$ cat src/prc_pkg.sv
// Package for the polygon rectangle clipper: constants, types and states.
`timescale 1ns / 1ps
package prc_pkg;
	localparam int COORD_BITS_DEF = 16;
	localparam int T_FRAC_BITS_DEF = 16;

	// Configuration register indexes.
	localparam logic [1:0] REG_X_MIN = 2'd0;
	localparam logic [1:0] REG_X_MAX = 2'd1;
	localparam logic [1:0] REG_Y_MIN = 2'd2;
	localparam logic [1:0] REG_Y_MAX = 2'd3;

	// Input operation codes.
	localparam logic OP_PRIME = 1'b0;
	localparam logic OP_EDGE = 1'b1;

	typedef enum logic [3:0] {
		ST_IDLE,
		ST_SETUP,
		ST_DIV_TXOUT,
		ST_DIV_TYOUT,
		ST_DIV_TXIN,
		ST_DIV_TYIN,
		ST_DECIDE,
		ST_MUL,
		ST_FIN,
		ST_EMIT
	} prc_state_t;

	// Which Liang-Barsky parameter a division produces.
	typedef enum logic [1:0] {
		DSEL_TXOUT,
		DSEL_TYOUT,
		DSEL_TXIN,
		DSEL_TYIN
	} prc_dsel_t;
endpackage

$ cat src/polygon_rect_clipper.sv
// Top level of the polygon rectangle clipper with its shared serial divider.
//
// Channel   Handshake               Payload
// cfg       cfg_valid / cfg_ready   cfg_index, cfg_data
// in        in_valid / in_ready     op, vert_x, vert_y
// out       out_valid / out_ready   out_x, out_y, run_last
//
// A priming request is taken without leaving the idle state, so the block stays ready.
// An edge request passes a setup state, then four divisions through one restoring
// divider; a zero delta skips its division and gives a sentinel instead.
// A decide state, up to two lerp steps (multiply, then finish) and the output
// vertices follow, one vertex per cycle while out_ready is high.
// Reset clears control state, the window and the held vertex.
// The block holds in_ready low while an edge is in work; output stalls hold it.
`timescale 1ns / 1ps
module polygon_rect_clipper import prc_pkg::*; #(
	parameter int COORD_BITS = COORD_BITS_DEF,
	parameter int T_FRAC_BITS = T_FRAC_BITS_DEF
) (
	input  logic                         clk,
	input  logic                         arst_n,
	input  logic                         cfg_valid,
	output logic                         cfg_ready,
	input  logic [1:0]                   cfg_index,
	input  logic signed [COORD_BITS-1:0] cfg_data,
	input  logic                         in_valid,
	output logic                         in_ready,
	input  logic                         op,
	input  logic signed [COORD_BITS-1:0] vert_x,
	input  logic signed [COORD_BITS-1:0] vert_y,
	output logic                         out_valid,
	input  logic                         out_ready,
	output logic signed [COORD_BITS-1:0] out_x,
	output logic signed [COORD_BITS-1:0] out_y,
	output logic                         run_last
);
	// Widths: deltas take one more bit, t values carry a wide sentinel range.
	localparam int DW = COORD_BITS + 1;
	localparam int NW = DW + T_FRAC_BITS + 1;
	localparam int TW = NW + 3;
	localparam int QB = NW;
	localparam int CW = $clog2(QB + 1);
	localparam int PW = TW + DW;
	localparam logic signed [TW-1:0] T_HI = TW'(1) <<< (TW - 2);
	localparam logic signed [TW-1:0] T_LO = -T_HI;
	localparam logic signed [TW-1:0] T_ONE = TW'(1) <<< T_FRAC_BITS;
	localparam logic signed [TW-1:0] T_ZERO = '0;

	prc_state_t state_q, state_d;

	logic signed [COORD_BITS-1:0] x_min_q, x_max_q, y_min_q, y_max_q;
	logic signed [COORD_BITS-1:0] x1_q, y1_q, x2_q, y2_q;
	logic signed [DW-1:0] dx_q, dy_q;
	logic signed [COORD_BITS-1:0] xin_q, xout_q, yin_q, yout_q;
	logic signed [TW-1:0] txout_q, tyout_q, txin_q, tyin_q;

	// Divider registers.
	logic [NW-1:0] dnum_q;
	logic [DW-1:0] dden_q;
	logic [NW:0] drem_q;
	logic [NW-1:0] dquo_q;
	logic [CW-1:0] dcnt_q;
	logic dneg_q, dbusy_q, dstart;

	// Output vertex list, up to three entries.
	logic signed [COORD_BITS-1:0] vx_q [3];
	logic signed [COORD_BITS-1:0] vy_q [3];
	logic [1:0] vk_q, vidx_q;
	// Lerp jobs: which slots need an interpolated coordinate.
	logic [2:0] lerp_q;
	logic [2:0] lerpy_q;
	logic signed [TW-1:0] lt_q [3];
	logic [1:0] lslot_q;
	logic signed [PW-1:0] prod_q;
	logic lyax_q;

	// Configuration is always accepted.
	assign cfg_ready = 1'b1;
	always_ff @(posedge clk or negedge arst_n) begin
		if (!arst_n) begin
			x_min_q <= '0;
			x_max_q <= '0;
			y_min_q <= '0;
			y_max_q <= '0;
		end else if (cfg_valid) begin
			unique case (cfg_index)
				REG_X_MIN: x_min_q <= cfg_data;
				REG_X_MAX: x_max_q <= cfg_data;
				REG_Y_MIN: y_min_q <= cfg_data;
				REG_Y_MAX: y_max_q <= cfg_data;
				default: ;
			endcase
		end
	end

	assign in_ready = (state_q == ST_IDLE);
	wire in_acc = in_valid && in_ready;

	// Divider operand selection by state.
	logic signed [DW-1:0] num_sel, den_sel;
	prc_dsel_t dsel;
	always_comb begin
		unique case (state_q)
			ST_DIV_TXOUT: dsel = DSEL_TXOUT;
			ST_DIV_TYOUT: dsel = DSEL_TYOUT;
			ST_DIV_TXIN:  dsel = DSEL_TXIN;
			default:      dsel = DSEL_TYIN;
		endcase
		unique case (dsel)
			DSEL_TXOUT: begin
				num_sel = DW'(xout_q) - DW'(x1_q);
				den_sel = dx_q;
			end
			DSEL_TYOUT: begin
				num_sel = DW'(yout_q) - DW'(y1_q);
				den_sel = dy_q;
			end
			DSEL_TXIN: begin
				num_sel = DW'(xin_q) - DW'(x1_q);
				den_sel = dx_q;
			end
			default: begin
				num_sel = DW'(yin_q) - DW'(y1_q);
				den_sel = dy_q;
			end
		endcase
	end
	wire dzero = (den_sel == '0);
	wire [DW-1:0] num_abs = num_sel[DW-1] ? DW'(-num_sel) : DW'(num_sel);
	wire [DW-1:0] den_abs = den_sel[DW-1] ? DW'(-den_sel) : DW'(den_sel);

	// Dividend is (|num| << F) + |den|/2, computed in one add.
	wire [NW-1:0] dividend = (NW'(num_abs) << T_FRAC_BITS) + NW'(den_abs >> 1);

	// Restoring divider step.
	wire [NW:0] rem_sh = {drem_q[NW-1:0], dnum_q[NW-1]};
	wire [NW:0] rem_sub = rem_sh - (NW+1)'(dden_q);
	wire rem_ge = !rem_sub[NW];
	wire ddone = dbusy_q && (dcnt_q == '0);
	wire signed [TW-1:0] qsgn = dneg_q ? -TW'(dquo_q) : TW'(dquo_q);

	// Sentinel for a zero delta in the current division.
	logic signed [TW-1:0] sent;
	always_comb begin
		unique case (dsel)
			DSEL_TXOUT: sent = (x1_q >= x_min_q && x1_q <= x_max_q) ? T_HI : T_LO;
			DSEL_TYOUT: sent = (y1_q >= y_min_q && y1_q <= y_max_q) ? T_HI : T_LO;
			default:    sent = T_LO;
		endcase
	end

	wire in_div = (state_q == ST_DIV_TXOUT) || (state_q == ST_DIV_TYOUT) ||
		(state_q == ST_DIV_TXIN) || (state_q == ST_DIV_TYIN);
	assign dstart = in_div && !dbusy_q && !dzero;
	wire div_fin = in_div && ((!dbusy_q && dzero) || ddone);
	wire signed [TW-1:0] t_res = dbusy_q ? qsgn : sent;

	always_ff @(posedge clk or negedge arst_n) begin
		if (!arst_n) begin
			dbusy_q <= 1'b0;
			dcnt_q <= '0;
		end else if (dstart) begin
			dbusy_q <= 1'b1;
			dcnt_q <= CW'(QB);
		end else if (ddone) begin
			dbusy_q <= 1'b0;
		end else if (dbusy_q) begin
			dcnt_q <= dcnt_q - 1'b1;
		end
	end

	// Divider datapath.
	always_ff @(posedge clk) begin
		if (dstart) begin
			dnum_q <= dividend;
			dden_q <= den_abs;
			drem_q <= '0;
			dquo_q <= '0;
			dneg_q <= num_sel[DW-1] ^ den_sel[DW-1];
		end else if (dbusy_q && !ddone) begin
			dnum_q <= dnum_q << 1;
			drem_q <= rem_ge ? rem_sub : rem_sh;
			dquo_q <= {dquo_q[NW-2:0], rem_ge};
		end
	end

	// Decision on the four parameters.
	wire x_lt = txout_q < tyout_q;
	wire signed [TW-1:0] t1out = x_lt ? txout_q : tyout_q;
	wire signed [TW-1:0] t2out = x_lt ? tyout_q : txout_q;
	wire in_lt = txin_q < tyin_q;
	wire signed [TW-1:0] t2in = in_lt ? tyin_q : txin_q;

	// Lerp: product of t and delta, then round and add.
	wire [1:0] next_slot = lerp_q[0] ? 2'd0 : (lerp_q[1] ? 2'd1 : 2'd2);
	wire signed [PW-1:0] v_rnd = prod_q + PW'(T_ONE >>> 1);
	wire signed [PW-1:0] v_neg = -v_rnd;
	wire signed [PW-1:0] q_pos = v_rnd >>> T_FRAC_BITS;
	wire signed [PW-1:0] q_negm = (v_neg + PW'(T_ONE - 1)) >>> T_FRAC_BITS;
	wire signed [PW-1:0] q_val = v_rnd[PW-1] ? -q_negm : q_pos;
	wire signed [COORD_BITS-1:0] l_base = lyax_q ? y1_q : x1_q;
	wire signed [COORD_BITS-1:0] l_res = l_base + COORD_BITS'(q_val);

	// Next-state logic.
	always_comb begin
		state_d = state_q;
		unique case (state_q)
			ST_IDLE:      if (in_acc) state_d = (op == OP_EDGE) ? ST_SETUP : ST_IDLE;
			ST_SETUP:     state_d = ST_DIV_TXOUT;
			ST_DIV_TXOUT: if (div_fin) state_d = ST_DIV_TYOUT;
			ST_DIV_TYOUT: if (div_fin) state_d = ST_DIV_TXIN;
			ST_DIV_TXIN:  if (div_fin) state_d = ST_DIV_TYIN;
			ST_DIV_TYIN:  if (div_fin) state_d = ST_DECIDE;
			ST_DECIDE:    state_d = ST_MUL;
			ST_MUL:       state_d = (lerp_q == '0) ? ST_EMIT : ST_FIN;
			ST_FIN:       state_d = ST_MUL;
			ST_EMIT: begin
				if (vk_q == '0) state_d = ST_IDLE;
				else if (out_ready && (vidx_q == vk_q - 1'b1)) state_d = ST_IDLE;
			end
			default:      state_d = ST_IDLE;
		endcase
	end

	always_ff @(posedge clk or negedge arst_n) begin
		if (!arst_n) state_q <= ST_IDLE;
		else state_q <= state_d;
	end

	// Held vertex and edge setup.
	always_ff @(posedge clk or negedge arst_n) begin
		if (!arst_n) begin
			x1_q <= '0;
			y1_q <= '0;
			x2_q <= '0;
			y2_q <= '0;
		end else if (in_acc) begin
			x1_q <= x2_q;
			y1_q <= y2_q;
			x2_q <= vert_x;
			y2_q <= vert_y;
		end
	end

	always_ff @(posedge clk) begin
		if (state_q == ST_SETUP) begin
			dx_q <= DW'(x2_q) - DW'(x1_q);
			dy_q <= DW'(y2_q) - DW'(y1_q);
			if ((x2_q > x1_q) || ((x2_q == x1_q) && (x1_q > x_max_q))) begin
				xin_q <= x_min_q;
				xout_q <= x_max_q;
			end else begin
				xin_q <= x_max_q;
				xout_q <= x_min_q;
			end
			if ((y2_q > y1_q) || ((y2_q == y1_q) && (y1_q > y_max_q))) begin
				yin_q <= y_min_q;
				yout_q <= y_max_q;
			end else begin
				yin_q <= y_max_q;
				yout_q <= y_min_q;
			end
		end
		if (div_fin) begin
			case (dsel)
				DSEL_TXOUT: txout_q <= t_res;
				DSEL_TYOUT: tyout_q <= t_res;
				DSEL_TXIN:  txin_q <= t_res;
				default:    tyin_q <= t_res;
			endcase
		end
	end

	// Vertex list build, lerp fill-in and output handshake.
	always_ff @(posedge clk or negedge arst_n) begin
		if (!arst_n) begin
			vk_q <= '0;
			vidx_q <= '0;
			lerp_q <= '0;
		end else begin
			unique case (state_q)
				ST_DECIDE: begin
					logic [1:0] k;
					logic [2:0] lmask;
					k = '0;
					lmask = '0;
					vidx_q <= '0;
					if (t2out > T_ZERO) begin
						if (t1out < t2in) begin
							if (t1out > T_ZERO && t1out <= T_ONE) begin
								vx_q[k] <= in_lt ? xout_q : xin_q;
								vy_q[k] <= in_lt ? yin_q : yout_q;
								k = k + 1'b1;
							end
						end else if (t1out > T_ZERO && t2in <= T_ONE) begin
							if (t2in >= T_ZERO) begin
								lmask[k] = 1'b1;
								if (txin_q > tyin_q) begin
									vx_q[k] <= xin_q;
									lerpy_q[k] <= 1'b1;
									lt_q[k] <= txin_q;
								end else begin
									vy_q[k] <= yin_q;
									lerpy_q[k] <= 1'b0;
									lt_q[k] <= tyin_q;
								end
								k = k + 1'b1;
							end
							if (t1out <= T_ONE) begin
								lmask[k] = 1'b1;
								if (x_lt) begin
									vx_q[k] <= xout_q;
									lerpy_q[k] <= 1'b1;
									lt_q[k] <= txout_q;
								end else begin
									vy_q[k] <= yout_q;
									lerpy_q[k] <= 1'b0;
									lt_q[k] <= tyout_q;
								end
							end else begin
								vx_q[k] <= x2_q;
								vy_q[k] <= y2_q;
							end
							k = k + 1'b1;
						end
						if (t2out <= T_ONE) begin
							vx_q[k] <= xout_q;
							vy_q[k] <= yout_q;
							k = k + 1'b1;
						end
					end
					lerp_q <= lmask;
					vk_q <= k;
				end
				ST_MUL: begin
					lslot_q <= next_slot;
					lyax_q <= lerpy_q[next_slot];
					prod_q <= PW'(lt_q[next_slot]) *
						PW'(lerpy_q[next_slot] ? dy_q : dx_q);
				end
				ST_FIN: begin
					lerp_q[lslot_q] <= 1'b0;
					if (lyax_q) vy_q[lslot_q] <= l_res;
					else vx_q[lslot_q] <= l_res;
				end
				ST_EMIT: if (out_ready && vk_q != '0) vidx_q <= vidx_q + 1'b1;
				default: ;
			endcase
		end
	end

	// Output drive.
	always_comb begin
		out_valid = (state_q == ST_EMIT) && (vk_q != '0);
		out_x = vx_q[vidx_q];
		out_y = vy_q[vidx_q];
		run_last = (vidx_q == vk_q - 1'b1);
	end

	// The divider only runs during a division state.
	assert property (@(posedge clk) disable iff (!arst_n) dbusy_q |-> in_div)
		else $error("divider busy outside a division state");
	// No new request is taken while output is pending.
	assert property (@(posedge clk) disable iff (!arst_n) out_valid |-> !in_ready)
		else $error("input ready while output pending");
	// At most three vertices per edge.
	assert property (@(posedge clk) disable iff (!arst_n)
		(state_q == ST_EMIT) |-> (vk_q != 2'd3 || vidx_q <= 2'd2))
		else $error("vertex index out of range");
endmodule
$ cat config.mk
export PLATFORM = sky130hd
export DESIGN_NAME = polygon_rect_clipper
export DESIGN_NICKNAME = d
export VERILOG_FILES = /design/src/prc_pkg.sv /design/src/polygon_rect_clipper.sv
export SDC_FILE = /design/constraint.sdc
export NUM_CORES = 2
export LEC_CHECK = 0
export BUFFER_PORTS_ARGS = -buffer_cell sky130_fd_sc_hd__buf_2
export CAP_MARGIN = 30
export CORE_AREA = 2 2 434 543
export CTS_CLUSTER_SIZE = 10
export DETAILED_ROUTE_END_ITERATION = 10
export DIE_AREA = 0 0 436 545
export GPL_TIMING_DRIVEN = 0
export PLACE_DENSITY_LB_ADDON = 0.05
export SYNTH_ARGS = -nofsm -noshare
export SYNTH_HDL_FRONTEND = slang
export SYNTH_SLANG_ARGS = --single-unit
export TNS_END_PERCENT = 50
$ cat constraint.sdc
create_clock -name clk -period 14.25 [get_ports clk]
set_input_delay 0.7125 -clock clk [delete_from_list [all_inputs] [get_ports clk]]
set_output_delay 0.7125 -clock clk [all_outputs]
set_load 0.005 [all_outputs]
==> run summary <==
# setup viols final - 0
CP max stage cell - fa_1
Grt ovf - 0
Post-DP HPWL - 236.9 mm
Top Metal Used - met5
Largest net degree at the start of global routing - 100
Post-synth top flop - edfxtp_1
I/O Pins - 92
Layout cell share with drive strength beyond 1 - 8.873%
CTS max path bufs - 3
RSZ-0062 raised after global routing - no
Tmin final - 13.33 ns
Layout Skew - 0.05070 ns
Fin util - 33.69%
Drt pass-1 iters - 6
Slowest Stage Delay on Critical Path - 0.83 ns
Synth Instances - 7089
Post-synth top area share - 22.14%
Total of max-cap violations - 0
Met2 Routed Length - 142.2 mm
Via density per instance - 5.002
CP arrival - 13.70 ns
Hold slack - 0.2288 ns
Final period utilization - 93.51%
DIE AREA - 237600 um^2
Seq/Total Area, Yosys - 29.36%
Worst hold-check path type - primary input to register
Final net count - 8674
Cell repeated most along the worst path - fa_1
CTS tree - done
Metal3 WL - 10.89 mm
Peak Freq - 0.07504 GHz
Die span in x - 436 um
Tot GR Track Use - 23.87%
Slew HR - 27.18%
Req. time, crit path - 14.63 ns
Reg clk slew, reported paths - 0.06 ns
Type of origin of the critical path - register
Clock buffer count from CTS - 92
Reg-to-reg startpoint - lerp_q[0]
Clock root buffer master - clkbuf_16
DRT Wirelength - 282.1 mm
Placed Cells - 10390
PortBufs - 90
Status - finished, final reports clean
CTS Sinks - 726
Max Slew Vio Count - 0
Setup TNS - 0 ns
Placer Congestion - 0.9252
Postcts setup bufs - 0
H-tree levels - 3
Cell area after synthesis - 69440 um^2
Met1 wire length - 114.3 mm
Hold_buf cts - 1
Vias in the first global route - 56310
Synth area leaders - edfxtp_1 22%, fa_1 22%, ha_1 8.5%, inv_1 5.8%, dfrtp_1 5.3%
Final Hold Vio Count - 0
Post-synthesis register bit count - 726
Vert. Die Dim - 545 um
CP startpoint - lerp_q[0]
Wire length per cell - 26.70 um
Critical Path End Type - register
Cell variety after synth - 104
Warnings from Yosys - 0
Rows - 198
Hold Startpoint - vert_x[10]
First-pass GRT wire length - 409.0 mm
Syn Area/Cell - 9.796 um^2
Iteration-0 DRC Markers - 3444
Critical path peak fanout - 10
Number of enable flip-flop cells after synthesis - 512
Top cells by count, synth - 1071 x inv_1, 804 x nand2_1, 762 x fa_1
WS Path Type - register to register
Post-synth ARST share - 20.11%
Most common cell in the synthesized netlist - inv_1
Area Growth Syn to Fin - 12.74%
Drt drc - 0
Clock latency at the later pin of the worst-skew pair - 0.73 ns
Antenna-violating nets left - 0
Leading area contributor after synthesis - edfxtp_1
Starting density of the core - 29.88%
# resized after CTS - 0
Slew at the pin closest to its max-slew limit - 1.089 ns
Fin cells - 10570
Routed vias - 52860
Core area - 232400 um^2
Syn_nets - 8376
Initial antenna violation count - 8
==> cell type report <==
class	instances	area, um^2
clock inverters	18	246.5
clock buffers	150	2694
repair buffers	204	1819
well taps	3100	3879
plain buffers	285	1176
flip-flops and latches	726	20390
fillers	24230	154100
inverters	1077	4043
multi-input cells	5001	44030
diodes	6	15.01
==> worst max-delay path, delay by kind of cell (launching register included) <==
kind / cells / cell delay, ns
buffers and inverters: 9 / 2.87
DFF: 1 / 0.44
adders and majority gates: 9 / 5.37
and+or+nand+nor: 5 / 1.57
AOI/OAI and AO/OA: 8 / 2.08
muxes: 1 / 0.58
==> cell families after synthesis <==
kind of cell	Yosys count	synth area share, %
simple gates	2042	13.31
buf+inv	1362	7.514
fa+ha+maj	1231	30.42
compound gates	1040	9.487
flops	726	29.36
mux	431	6.658
xor+xnor	256	3.250
other cells	1	0.005400
==> placed cells by master (no fill, tap or decap), types with 97 or more instances in the layout <==
| cell | synthesis | routed |
|---|---|---|
| inv_1 | 1071 | 1071 |
| nand2_1 | 804 | 804 |
| fa_1 | 762 | 761 |
| nor2_1 | 598 | 596 |
| edfxtp_1 | 512 | 512 |
| ha_1 | 469 | 469 |
| o21ai_0 | 331 | 329 |
| clkbuf_1 | 205 | 249 |
| a21oi_1 | 214 | 214 |
| mux2i_1 | 227 | 205 |
| mux2_2 | 182 | 182 |
| xnor2_1 | 157 | 157 |
| dfrtp_1 | 146 | 146 |
| buf_2 | 27 | 118 |
| nand3_1 | 100 | 100 |
| xor2_1 | 97 | 97 |
==> state kept, by name, indices dropped and copies added (netlist names), 17 cells and up, named ones only <==
| name | cells |
|---|---|
| txout_q | 37 |
| txin_q | 37 |
| lt_q | 74 |
| drem_q | 34 |
| vx_q | 48 |
| dx_q | 17 |
| dquo_q | 34 |
| tyout_q | 37 |
| prod_q | 39 |
| vy_q | 48 |
| dnum_q | 34 |
| dy_q | 17 |
| dden_q | 17 |
| tyin_q | 37 |
==> routing by layer <==
metal  track usage, %  vias up
met2            42.66     1292
met5                0        -
met1            28.70    26890
li1                 -    24280
met4            10.90        2
met3            2.698      402
==> final timing paths <==
path / cells after the start / slack (ns) / to
worst max-delay path: 32 / 0.92 / prod_q[51]
worst min-delay path: 2 / 0.23 / x2_q[10]
worst max register to register: 32 / 0.92 / prod_q[51]
worst min register to register: 2 / 0.48 / dnum_q[32]
max in group asynchronous: 3 / 12.70 / state_q[1]
min in group asynchronous: 2 / 0.50 / x2_q[5]
==> through the flow <==
stage / cell area [um^2] / worst slack (ns)
2_1_floorplan: 69440 / 3.326
5_1_grt: 78280 / 0.4839
4_1_cts: 78220 / 1.000
3_3_place_gp: 73770 / -2.406
6_report: 78290 / 0.9242
3_5_place_dp: 75270 / 1.049
Power is left out: the tool's default activity adds up to more than one toggle a clock period on the data nets, which glitch-free logic cannot reach.
